## config.mk

```make
export PLATFORM = sky130hd
export DESIGN_NAME = radix_string_converter_top
export DESIGN_NICKNAME = d
export VERILOG_FILES = /design/src/rtl/core/rsc_pkg.sv /design/src/rtl/core/rsc_divider.sv /design/src/rtl/core/rsc_digit_buf.sv /design/src/rtl/core/radix_string_converter_top.sv
export SDC_FILE = /design/constraint.sdc
export NUM_CORES = 1
export LEC_CHECK = 0
export BUFFER_PORTS_ARGS = -buffer_cell sky130_fd_sc_hd__buf_2
export CORE_MARGIN = 4
export CORE_UTILIZATION = 55
export DETAILED_ROUTE_END_ITERATION = 10
export PLACE_DENSITY = 0.73
export SYNTH_ARGS = -nofsm -noshare
export SYNTH_HDL_FRONTEND = slang
export SYNTH_SLANG_ARGS = --single-unit
```

## constraint.sdc

```tcl
create_clock -name aclk -period 6.45 [get_ports aclk]
set_clock_uncertainty 0.2 [all_clocks]
set_input_delay 0.9675 -clock aclk [delete_from_list [all_inputs] [get_ports aclk]]
set_output_delay 0.9675 -clock aclk [all_outputs]
set_load 0.01 [all_outputs]
```

## src/rtl/core/rsc_pkg.sv

```systemverilog
// Shared constants, types and digit helper functions for the radix string converter.
package rsc_pkg;

    localparam int VALUE_WIDTH_DEF = 32;
    localparam int MAX_DIGITS_DEF  = 32;

    localparam int BASE_W     = 5;
    localparam int DIGIT_W    = 4;
    localparam int CHAR_W     = 8;
    localparam int CFG_DATA_W = 32;
    localparam int CFG_ADDR_W = 3;

    localparam logic [BASE_W-1:0] SOURCE_BASE_RST = 5'd10;
    localparam logic [BASE_W-1:0] TARGET_BASE_RST = 5'd2;
    localparam logic [BASE_W-1:0] BASE_MIN        = 5'd2;
    localparam logic [BASE_W-1:0] BASE_MAX        = 5'd16;

    localparam logic [CHAR_W-1:0] CHAR_ZERO  = 8'h30;
    localparam logic [CHAR_W-1:0] CHAR_NINE  = 8'h39;
    localparam logic [CHAR_W-1:0] CHAR_UPPER_A = 8'h41;
    localparam logic [CHAR_W-1:0] CHAR_UPPER_F = 8'h46;
    localparam logic [DIGIT_W-1:0] DIGIT_TEN = 4'd10;

    // Register index codes, taken from paddr[2].
    localparam logic REG_SOURCE_BASE = 1'b0;
    localparam logic REG_TARGET_BASE = 1'b1;

    // Status of the shared divider as seen by the sequencer.
    typedef struct packed {
        logic busy;
        logic done;
    } div_status_t;

    function automatic logic [BASE_W-1:0] clamp_base(input logic [BASE_W-1:0] b);
        logic [BASE_W-1:0] r;
        begin
            if (b < BASE_MIN) begin
                r = BASE_MIN;
            end else if (b > BASE_MAX) begin
                r = BASE_MAX;
            end else begin
                r = b;
            end
            return r;
        end
    endfunction

    function automatic logic [DIGIT_W-1:0] decode_char(input logic [CHAR_W-1:0] c);
        logic [CHAR_W-1:0] t;
        logic [DIGIT_W-1:0] r;
        begin
            r = '0;
            if (c >= CHAR_ZERO && c <= CHAR_NINE) begin
                t = c - CHAR_ZERO;
                r = t[DIGIT_W-1:0];
            end else if (c >= CHAR_UPPER_A && c <= CHAR_UPPER_F) begin
                t = c - CHAR_UPPER_A;
                r = t[DIGIT_W-1:0] + DIGIT_TEN;
            end
            return r;
        end
    endfunction

    function automatic logic [CHAR_W-1:0] encode_digit(input logic [DIGIT_W-1:0] d);
        logic [CHAR_W-1:0] r;
        begin
            if (d < DIGIT_TEN) begin
                r = CHAR_ZERO + CHAR_W'(d);
            end else begin
                r = CHAR_UPPER_A + CHAR_W'(d - DIGIT_TEN);
            end
            return r;
        end
    endfunction

endpackage

```

## src/rtl/core/rsc_divider.sv

```systemverilog
// Shared restoring divider: one quotient bit per cycle, small divisor.
module rsc_divider #(
    parameter int VALUE_WIDTH = rsc_pkg::VALUE_WIDTH_DEF
) (
    input  logic                        aclk,
    input  logic                        aresetn,
    input  logic                        start,
    input  logic [VALUE_WIDTH-1:0]      dividend,
    input  logic [rsc_pkg::BASE_W-1:0]  divisor,
    output logic [VALUE_WIDTH-1:0]      quotient,
    output logic [rsc_pkg::DIGIT_W-1:0] remainder,
    output rsc_pkg::div_status_t        status
);
    import rsc_pkg::*;

    localparam int CNT_W = (VALUE_WIDTH > 1) ? $clog2(VALUE_WIDTH) : 1;
    localparam logic [CNT_W-1:0] LAST_STEP = CNT_W'(VALUE_WIDTH - 1);

    logic                 busy_reg, busy_next;
    logic                 done_reg, done_next;
    logic [CNT_W-1:0]     cnt_reg, cnt_next;
    logic [VALUE_WIDTH-1:0] quo_reg, quo_next;
    logic [DIGIT_W-1:0]   rem_reg, rem_next;
    logic [BASE_W-1:0]    div_reg, div_next;
    logic [BASE_W-1:0]    trial;
    logic                 fits;

    assign trial = {rem_reg, quo_reg[VALUE_WIDTH-1]};
    assign fits  = (trial >= div_reg);

    always_comb begin
        busy_next = busy_reg;
        done_next = 1'b0;
        cnt_next  = cnt_reg;
        quo_next  = quo_reg;
        rem_next  = rem_reg;
        div_next  = div_reg;
        if (start) begin
            busy_next = 1'b1;
            cnt_next  = '0;
            quo_next  = dividend;
            rem_next  = '0;
            div_next  = divisor;
        end else if (busy_reg) begin
            quo_next = {quo_reg[VALUE_WIDTH-2:0], fits};
            if (fits) begin
                rem_next = DIGIT_W'(trial - div_reg);
            end else begin
                rem_next = trial[DIGIT_W-1:0];
            end
            cnt_next = cnt_reg + 1'b1;
            if (cnt_reg == LAST_STEP) begin
                busy_next = 1'b0;
                done_next = 1'b1;
            end
        end
    end

    always_ff @(posedge aclk) begin
        if (!aresetn) begin
            busy_reg <= 1'b0;
            done_reg <= 1'b0;
            cnt_reg  <= '0;
        end else begin
            busy_reg <= busy_next;
            done_reg <= done_next;
            cnt_reg  <= cnt_next;
        end
        quo_reg <= quo_next;
        rem_reg <= rem_next;
        div_reg <= div_next;
    end

    assign quotient    = quo_reg;
    assign remainder   = rem_reg;
    assign status.busy = busy_reg;
    assign status.done = done_reg;

endmodule

```

## src/rtl/core/rsc_digit_buf.sv

```systemverilog
// Digit buffer memory: one write port, one registered read port.
module rsc_digit_buf #(
    parameter int MAX_DIGITS = rsc_pkg::MAX_DIGITS_DEF
) (
    input  logic                          aclk,
    input  logic                          wr_en,
    input  logic [$clog2(MAX_DIGITS)-1:0] wr_addr,
    input  logic [rsc_pkg::DIGIT_W-1:0]   wr_data,
    input  logic [$clog2(MAX_DIGITS)-1:0] rd_addr,
    output logic [rsc_pkg::DIGIT_W-1:0]   rd_data
);
    import rsc_pkg::*;

    logic [DIGIT_W-1:0] mem [MAX_DIGITS];
    logic [DIGIT_W-1:0] rd_data_reg;

    always_ff @(posedge aclk) begin
        if (wr_en) begin
            mem[wr_addr] <= wr_data;
        end
        rd_data_reg <= mem[rd_addr];
    end

    assign rd_data = rd_data_reg;

endmodule

```

## src/rtl/core/radix_string_converter_top.sv

```systemverilog
// Radix string converter top level: APB registers, digit folding and conversion sequencer.
// Each digit transfer not marked last is folded into the accumulator and the block stays ready.
// A last digit starts the conversion: for each target digit the sequencer starts the
// shared one-bit-per-cycle divider and waits; each emitted digit is read, then held until m_ready.
// The block takes no input transfer from the last digit until the final result transfer.
// Reset (aresetn low at a clock edge) clears the accumulator, flags, sequencer and registers.
module radix_string_converter_top #(
    parameter int VALUE_WIDTH = rsc_pkg::VALUE_WIDTH_DEF,
    parameter int MAX_DIGITS  = rsc_pkg::MAX_DIGITS_DEF
) (
    input  logic                           aclk,
    input  logic                           aresetn,
    // Input channel.
    input  logic                           s_valid,
    output logic                           s_ready,
    input  logic [rsc_pkg::CHAR_W-1:0]     s_digit_char,
    input  logic                           s_is_last,
    // Result channel.
    output logic                           m_valid,
    input  logic                           m_ready,
    output logic [rsc_pkg::CHAR_W-1:0]     m_out_char,
    output logic                           m_out_last,
    output logic                           m_overflowed,
    // Configuration port.
    input  logic                           psel,
    input  logic                           penable,
    input  logic                           pwrite,
    input  logic [rsc_pkg::CFG_ADDR_W-1:0] paddr,
    input  logic [rsc_pkg::CFG_DATA_W-1:0] pwdata,
    output logic [rsc_pkg::CFG_DATA_W-1:0] prdata,
    output logic                           pready
);
    import rsc_pkg::*;

    localparam int IDX_W   = $clog2(MAX_DIGITS);
    localparam int COUNT_W = $clog2(MAX_DIGITS + 1);
    localparam logic [COUNT_W-1:0] COUNT_MAX = COUNT_W'(MAX_DIGITS);
    localparam int PROD_W  = VALUE_WIDTH + BASE_W;
    localparam int SUM_W   = PROD_W + 1;

    typedef enum logic [4:0] {
        ST_IDLE   = 5'b00001,
        ST_START  = 5'b00010,
        ST_DIVIDE = 5'b00100,
        ST_READ   = 5'b01000,
        ST_SEND   = 5'b10000
    } state_t;

    state_t               state_reg, state_next;
    logic [BASE_W-1:0]    source_base_reg, target_base_reg;
    logic [VALUE_WIDTH-1:0] acc_reg, acc_next;
    logic                 ovf_seen_reg, ovf_seen_next;
    logic                 ovf_out_reg, ovf_out_next;
    logic [COUNT_W-1:0]   count_reg, count_next;
    logic [IDX_W-1:0]     rd_idx_reg, rd_idx_next;

    // APB registers. The write lands on the access cycle; the byte offset is ignored.
    logic cfg_write;
    assign cfg_write = psel && penable && pwrite;
    assign pready    = 1'b1;

    always_ff @(posedge aclk) begin
        if (!aresetn) begin
            source_base_reg <= SOURCE_BASE_RST;
            target_base_reg <= TARGET_BASE_RST;
        end else if (cfg_write) begin
            case (paddr[2])
                REG_SOURCE_BASE: source_base_reg <= pwdata[BASE_W-1:0];
                REG_TARGET_BASE: target_base_reg <= pwdata[BASE_W-1:0];
                default: ;
            endcase
        end
    end

    always_comb begin
        case (paddr[2])
            REG_SOURCE_BASE: prdata = CFG_DATA_W'(source_base_reg);
            REG_TARGET_BASE: prdata = CFG_DATA_W'(target_base_reg);
            default:         prdata = '0;
        endcase
    end

    // Digit fold: acc * base + digit, with the carry-out bits flagging a wrap.
    logic [DIGIT_W-1:0] in_digit;
    logic [PROD_W-1:0]  fold_prod;
    logic [SUM_W-1:0]   fold_sum;
    logic               fold_ovf;

    assign in_digit  = decode_char(s_digit_char);
    assign fold_prod = PROD_W'(acc_reg) * PROD_W'(clamp_base(source_base_reg));
    assign fold_sum  = SUM_W'(fold_prod) + SUM_W'(in_digit);
    assign fold_ovf  = |fold_sum[SUM_W-1:VALUE_WIDTH];

    // Shared divider and digit store.
    logic                 div_start;
    logic [VALUE_WIDTH-1:0] div_quotient;
    logic [DIGIT_W-1:0]   div_remainder;
    div_status_t          div_status;

    rsc_divider #(
        .VALUE_WIDTH (VALUE_WIDTH)
    ) u_divider (
        .aclk      (aclk),
        .aresetn   (aresetn),
        .start     (div_start),
        .dividend  (acc_reg),
        .divisor   (clamp_base(target_base_reg)),
        .quotient  (div_quotient),
        .remainder (div_remainder),
        .status    (div_status)
    );

    logic               buf_wr_en;
    logic [DIGIT_W-1:0] buf_rd_data;

    rsc_digit_buf #(
        .MAX_DIGITS (MAX_DIGITS)
    ) u_digit_buf (
        .aclk    (aclk),
        .wr_en   (buf_wr_en),
        .wr_addr (count_reg[IDX_W-1:0]),
        .wr_data (div_remainder),
        .rd_addr (rd_idx_reg),
        .rd_data (buf_rd_data)
    );

    // Sequencer. Digits are produced least significant first into the buffer and
    // then read back from the top entry down, so the output is most significant first.
    always_comb begin
        state_next    = state_reg;
        acc_next      = acc_reg;
        ovf_seen_next = ovf_seen_reg;
        ovf_out_next  = ovf_out_reg;
        count_next    = count_reg;
        rd_idx_next   = rd_idx_reg;
        div_start     = 1'b0;
        buf_wr_en     = 1'b0;
        case (state_reg)
            ST_IDLE: begin
                if (s_valid) begin
                    acc_next      = fold_sum[VALUE_WIDTH-1:0];
                    ovf_seen_next = ovf_seen_reg | fold_ovf;
                    if (s_is_last) begin
                        count_next = '0;
                        state_next = ST_START;
                    end
                end
            end
            ST_START: begin
                div_start  = 1'b1;
                state_next = ST_DIVIDE;
            end
            ST_DIVIDE: begin
                if (div_status.done) begin
                    buf_wr_en  = 1'b1;
                    count_next = count_reg + 1'b1;
                    if (div_quotient != '0 && count_next < COUNT_MAX) begin
                        acc_next   = div_quotient;
                        state_next = ST_START;
                    end else begin
                        // Conversion done: clear for the next number and start readback.
                        rd_idx_next   = count_reg[IDX_W-1:0];
                        ovf_out_next  = ovf_seen_reg;
                        acc_next      = '0;
                        ovf_seen_next = 1'b0;
                        state_next    = ST_READ;
                    end
                end
            end
            ST_READ: begin
                state_next = ST_SEND;
            end
            ST_SEND: begin
                if (m_ready) begin
                    if (rd_idx_reg == '0) begin
                        state_next = ST_IDLE;
                    end else begin
                        rd_idx_next = rd_idx_reg - 1'b1;
                        state_next  = ST_READ;
                    end
                end
            end
            default: begin
                state_next = ST_IDLE;
            end
        endcase
    end

    always_ff @(posedge aclk) begin
        if (!aresetn) begin
            state_reg    <= ST_IDLE;
            acc_reg      <= '0;
            ovf_seen_reg <= 1'b0;
            ovf_out_reg  <= 1'b0;
            count_reg    <= '0;
            rd_idx_reg   <= '0;
        end else begin
            state_reg    <= state_next;
            acc_reg      <= acc_next;
            ovf_seen_reg <= ovf_seen_next;
            ovf_out_reg  <= ovf_out_next;
            count_reg    <= count_next;
            rd_idx_reg   <= rd_idx_next;
        end
    end

    assign s_ready      = (state_reg == ST_IDLE);
    assign m_valid      = (state_reg == ST_SEND);
    assign m_out_char   = encode_digit(buf_rd_data);
    assign m_out_last   = (rd_idx_reg == '0);
    assign m_overflowed = ovf_out_reg;

    // The input and result channels are never open in the same cycle.
    assert property (@(posedge aclk) disable iff (!aresetn) !(s_ready && m_valid))
        else $error("input and result channels open together");

    // A last digit transfer closes the input channel for the conversion.
    assert property (@(posedge aclk) disable iff (!aresetn)
        (s_valid && s_ready && s_is_last) |=> (state_reg == ST_START))
        else $error("last digit did not start a conversion");

    // The final result transfer reopens the input channel with a cleared accumulator.
    assert property (@(posedge aclk) disable iff (!aresetn)
        (m_valid && m_ready && m_out_last) |=> (s_ready && acc_reg == '0 && !ovf_seen_reg))
        else $error("block not cleared after the final result transfer");

    // The divider only reports completion while the sequencer waits for it.
    assert property (@(posedge aclk) disable iff (!aresetn)
        div_status.done |-> (state_reg == ST_DIVIDE))
        else $error("divider completion outside the divide state");

    // A divide is never started while the divider is still busy.
    assert property (@(posedge aclk) disable iff (!aresetn)
        div_start |-> !div_status.busy)
        else $error("divider restarted while busy");

endmodule
```

======== After elaboration in Yosys (flattened, before gate mapping) ========
Memory sizes are Yosys's and may differ from the RTL's. A register that Yosys moved wholly into a read port is not among the register bits.
Index checks and enable logic that the tools add are counted.
storage, ports and cells
  bits in registers ....................... 108
  RAM bits ................................ 128
  logic and storage cells ................. 121
  memories ................................ 1
cells by class
  $add $sub $neg .......................... 11
  $mul .................................... 1
  order comparisons ....................... 11
  eq/ne operators ......................... 12
  muxes and demuxes ....................... 43
  bitwise gates (word level) .............. 5
  reduce and logical (&&, ||, !) cells .... 22
memories
  name             depth  bits a word  read ports  clocked after memory_dff  wr ports  RTL line             RTL
  u_digit_buf.mem  32     4            1           1                         1         rsc_digit_buf.sv:14  logic [DIGIT_W-1:0] mem [MAX_DIGITS];
operators with widths
  cell                                                                                  count
  32-bit two-way mux                                                                    5
  32-bit case mux with 2 select lines                                                   2
  5-bit two-way mux                                                                     11
  37-bit by 4-bit adder with 38-bit output                                              1
  32-bit by 5-bit multiplier with 37-bit output                                         1
  32-bit nonzero test                                                                   1
  5-bit case mux with 5 select lines                                                    1
  4-bit two-way mux                                                                     5
  6-bit two-way mux                                                                     3
  1-bit two-way mux                                                                     12
  6-bit case mux with 2 select lines                                                    1
  4-bit AND reduction                                                                   3
  5-bit == test (second input constant)                                                 2
  5-bit greater-than comparator (second input constant)                                 2
  5-bit by 2-bit < comparator with 1-bit output (second input constant)                 2
  5-bit case mux with 2 select lines                                                    1
  7-bit by 8-bit adder with 8-bit output (first input constant)                         1
  8-bit by 6-bit greater-or-equal comparator with 1-bit output (second input constant)  1
  8-bit by 7-bit greater-or-equal comparator with 1-bit output (second input constant)  1
  8-bit by 6-bit less-or-equal comparator with 1-bit output (second input constant)     1
  8-bit by 7-bit less-or-equal comparator with 1-bit output (second input constant)     1
  8-bit two-way mux                                                                     1
  4-bit by 1-bit subtractor with 4-bit output (second input constant)                   2
  6-bit by 4-bit adder with 7-bit output (first input constant)                         1
  other kinds (27)                                                                      43

======== Longest topological paths before layout ========
  word-level depth ........................ 9
  mapped depth ............................ 22

======== Cells and area by module ========
Synthesis repeated with hierarchy kept, for this count alone.
unflattened totals
  cell total of the unflattened synthesis .. 1537
  area, all modules ....................... 16543.4 um^2
modules (own cells, without submodules)
  module                      times used  cells each  area an instance (um^2)  seq. area each (um^2)
  radix_string_converter_top  1           1153        9193.8                   1201.2
  rsc_digit_buf               1           231         5138.7                   3923.8
  rsc_divider                 1           153         2210.9                   1331.3

======== Worst setup path after synthesis ========
No wires, ideal clock.
  kind .................................... input to register
  start point ............................. in s_digit_char[0] (netlist name)
  end point ............................... reg ovf_seen_reg
  library setup time ...................... 0.130 ns
  arrival ................................. 5.824 ns
  data required time ...................... 6.120 ns
  path slack .............................. 0.295 ns
  cell stages on the path ................. 19
  buffers on the path ..................... 1
  cells stage by stage .................... inv_1 -> ha_1 -> o21bai_1 -> a2111oi_0 -> o22ai_1 -> fa_1 -> inv_1 -> ha_1 -> fa_1 -> fa_1 -> a21o_1 -> a311oi_1 -> or3_1 -> buf_6 -> a211oi_2 -> o31ai_2 -> mux2_4 -> nor4_1 -> a211oi_1
between the ends
  longest elaborated chain between the ends .. 9
RTL lines
  item                                                                 RTL line                           RTL
  start: declaration                                                   radix_string_converter_top.sv:16   input logic [rsc_pkg::CHAR_W-1:0] s_digit_char,
  4-bit by 1-bit subtractor with 4-bit output (tied with other cells)  rsc_pkg.sv:57                      t = c - CHAR_UPPER_A;
  4-bit adder / 1-bit logical AND (equally long branches)              rsc_pkg.sv:58, rsc_pkg.sv:56
  4-bit two-way mux                                                    rsc_pkg.sv:56                      end else if (c >= CHAR_UPPER_A && c <= CHAR_UPPER_F) begin
  4-bit two-way mux (*)                                                rsc_pkg.sv:53                      if (c >= CHAR_ZERO && c <= CHAR_NINE) begin
  37-bit by 4-bit adder with 38-bit output (*)                         radix_string_converter_top.sv:91   assign fold_sum = SUM_W'(fold_prod) + SUM_W'(in_digit);
  6-bit OR reduction (*)                                               radix_string_converter_top.sv:92   assign fold_ovf = |fold_sum[SUM_W-1:VALUE_WIDTH];
  1-bit bitwise OR (*)                                                 radix_string_converter_top.sv:142  ovf_seen_next = ovf_seen_reg | fold_ovf;
  1-bit two-way mux (*)                                                radix_string_converter_top.sv:140  if (s_valid) begin
  1-bit case mux with 2 select lines (*)                               radix_string_converter_top.sv:138  case (state_reg)
  end signal: assignment                                               radix_string_converter_top.sv:200  ovf_seen_reg <= ovf_seen_next;
  end: declaration                                                     radix_string_converter_top.sv:52   logic ovf_seen_reg, ovf_seen_next;
Mark *: on every way between the ends. The rest lies on a longest branch, timed or not. The select of a mux whose other input is x is not followed.
A chain may end at the register's enable or synchronous reset.

======== Worst setup path after layout ========
Ends and elaborated chain as after synthesis.

==> impl_results.md <==
- Final hold violation count: 0
- Crit start category: input port
- Share of cells above drive strength 1: 10.1%
- Min-delay worst type: reg2reg
- Sinks on Clock Net: 240
- Inserted Clock Buffers: 23
- Max Clock Freq: 170 MHz
- Post-layout util: 59.9%
- Initial drt markers: 978
- Int Pwr: 3.68 mW
- Reg clk slew, reported paths: 60 ps
- Final wirelength: 36200 um
- Num ports: 96
- Core area: 29800 sq um
- Clk pwr share: 22.4%
- Drt first pass iters: 5
- Post-Syn Area: 16700 sq um
- Setup Buffers After CTS: 0
- Sw Share: 38.6%
- Vias in the first global route: 11775
- TNS Setup: 0 ps
- Fin crit share: 91.0%
- EDFF count, synth: 165
- Logic gate share of total power: 40.6%
- Syn Inst Count: 1630
- DRC Markers: 0
- Met2 routed WL: 18200 um
- Top cells by area, synth: edfxtp_1, fa_1, dfxtp_1, ha_1, mux4_2
- Post-route cell area: 17800 sq um
- Drt wl/cell: 17.7 um
- DP Worst Slack: 60.8 ps
- P per Cell Area: 336 nW/um^2
- M1 wire length: 15500 um
- IO buf count: 37
- Largest net degree at the start of global routing: 43
- Sequential power share: 37.0%
- Commonest cells in the netlist: nand2_1, inv_1, edfxtp_1, and2_1, nor2_1
- Rel. slew slack: 20.2%
- First-pass GRT wire length: 60200 um
- Mean Syn Cell Area: 10.2 sq um
- Die H: 182 um
- Root Buffer: clkbuf_16
- Leading area contributor after synthesis: edfxtp_1
- CTS Buffer Depth: 3
- Synth Flop Type: edfxtp_1
- Crit path max fanout: 5
- Nets: 1875
- Area enclosed by the die boundary: 33200 sq um
- Hpwl dp: 26600 um
- Initial antenna violation count: 0
- FF-to-FF setup slack: 950 ps
- Post-synthesis sequential area ratio: 38.7%
- Arr. time, crit path: 6050 ps
- # diodes: 0
- Area fraction of the dominant cell type after synthesis: 29.7%
- Synth async-reset ratio: 0%
- Post-Layout Cell Count: 2041
- Die extent in x: 182 um
- Worst-Margin Slew: 1190 ps
- DR vias: 11775
- Required @ worst endpoint: 6620 ps
- Final setup vio count: 0
- Clk_lat worst skew: 520 ps
- YS warnings: 0
- GRT Overall Usage: 21.8%
- Max FFs per register: 128
- Routed Antenna Nets: 0
- Count of pins over their slew limit: 0
- Yosys reg bits: 240
- Post-synthesis cell type count: 79
- Area Overhead vs Synth: 6.87%
- Max cap viols: 0
- Resized Gates After CTS: 0
- Cell with the most instances after synthesis: nand2_1
- Pleak: 7.61 nW
- Hold buffer count at cts: 0
- DR top layer: met4
- CP endpoint kind: flip-flop
- Remaining Overflow, GRT: 0
- Via-to-Cell Ratio: 5.77
- Gpl congestion: 0.918
- Placed cells: 1999
- Status: completed
- H-tree Lvls: 1
- Net Sw Power: 2.31 mW
- Met3 WL: 1830 um
- Starting Density: 56.1%
- CTS tree: yes
- Rows: 63
- Critical path class: in2reg
- Fin worst setup slack: 580 ps
- RSZ-0062 raised after global routing: false
- Final Critical Period: 5870 ps
- Worst vdd ir: 0.183 mV
- Area after DPL: 17100 sq um
final cells by class:
type	count	area [sq um]
clock buffer	31	616
tap	390	488
timing repair buffer	56	328
multi-input combinational	1146	9200
inverter	167	627
sequential	240	6460
fill	2472	11900
clock inverter	11	133
worst paths after layout:
check                                   startpoint           end  cells after the start
worst max-delay path               s_digit_char[0]  ovf_seen_reg                     21
worst min-delay path                  m_overflowed  m_overflowed                      2
worst max register to register  source_base_reg[4]   acc_reg[31]                     18
worst min register to register        m_overflowed  m_overflowed                      2
cells in the final DEF, fill, tap and decap left out, types with 15 or more instances in the layout:
cell,netlist,routed
nand3_1,20,20
o21ai_0,48,48
nand2_1,182,182
conb_1,2,29
edfxtp_1,165,165
mux4_2,40,40
buf_2,5,37
a21o_1,24,24
clkbuf_16,0,23
xor2_1,15,15
and2_1,137,137
xnor2_1,18,18
ha_1,95,95
fa_1,95,95
mux2i_1,20,20
buf_4,31,19
nor2_1,135,133
a21oi_1,56,56
a221oi_1,23,23
inv_1,167,167
nor3_1,29,29
dfxtp_1,75,74
logic make-up (layout without fill, tap and decap cells):
logic type | after synthesis | after routing | share of synthesized area [%]
buffers and inverters | 271 | 265 | 6.95
adder cells (fa/ha/maj) | 190 | 190 | 18.5
AO/OA/AOI/OAI | 233 | 233 | 9.37
other | 2 | 29 | 0.0450
flip-flops | 240 | 240 | 38.7
XOR/XNOR | 33 | 33 | 1.73
AND/OR/NAND/NOR | 590 | 590 | 17.4
multiplexers | 71 | 71 | 7.36
layer usage:
layer  track usage [%]  vias up
met5                 0        -
met1              30.3     5826
li1                  -     5577
met2              38.1      311
met3              1.89       61
met4              4.08        0
power by group through the flow:
stage               logic (mW)  registers (mW)  clock network, mW
global placement          2.34            2.24                  0
CTS                       2.44            2.22               1.36
detailed placement        2.43            2.25                  0
global route              2.80            2.25               1.44
floorplan                 1.91            2.15                  0
finish                    2.44            2.22               1.34
worst max-delay path, cell delays in order:
cell	delay [ps]
buf_2	130
inv_1	90
ha_1	180
o21bai_1	80
a2111oi_0	400
buf_4	200
a31oi_1	40
o22ai_1	170
fa_1	440
inv_1	60
ha_1	240
fa_1	530
fa_1	470
a21o_1	230
a311oi_1	410
or3_1	250
a211oi_2	110
o31ai_2	330
mux2_4	330
nor4_1	280
a211oi_1	110
stage by stage:
step / hold slack (ps) / power, mW
CTS: 302 / 6.02
global placement: 277 / 4.58
finish: 305 / 5.99
detailed placement: 285 / 4.68
floorplan: 263 / 4.06
global route: 352 / 6.49
Power figures use the tool's default switching activity.
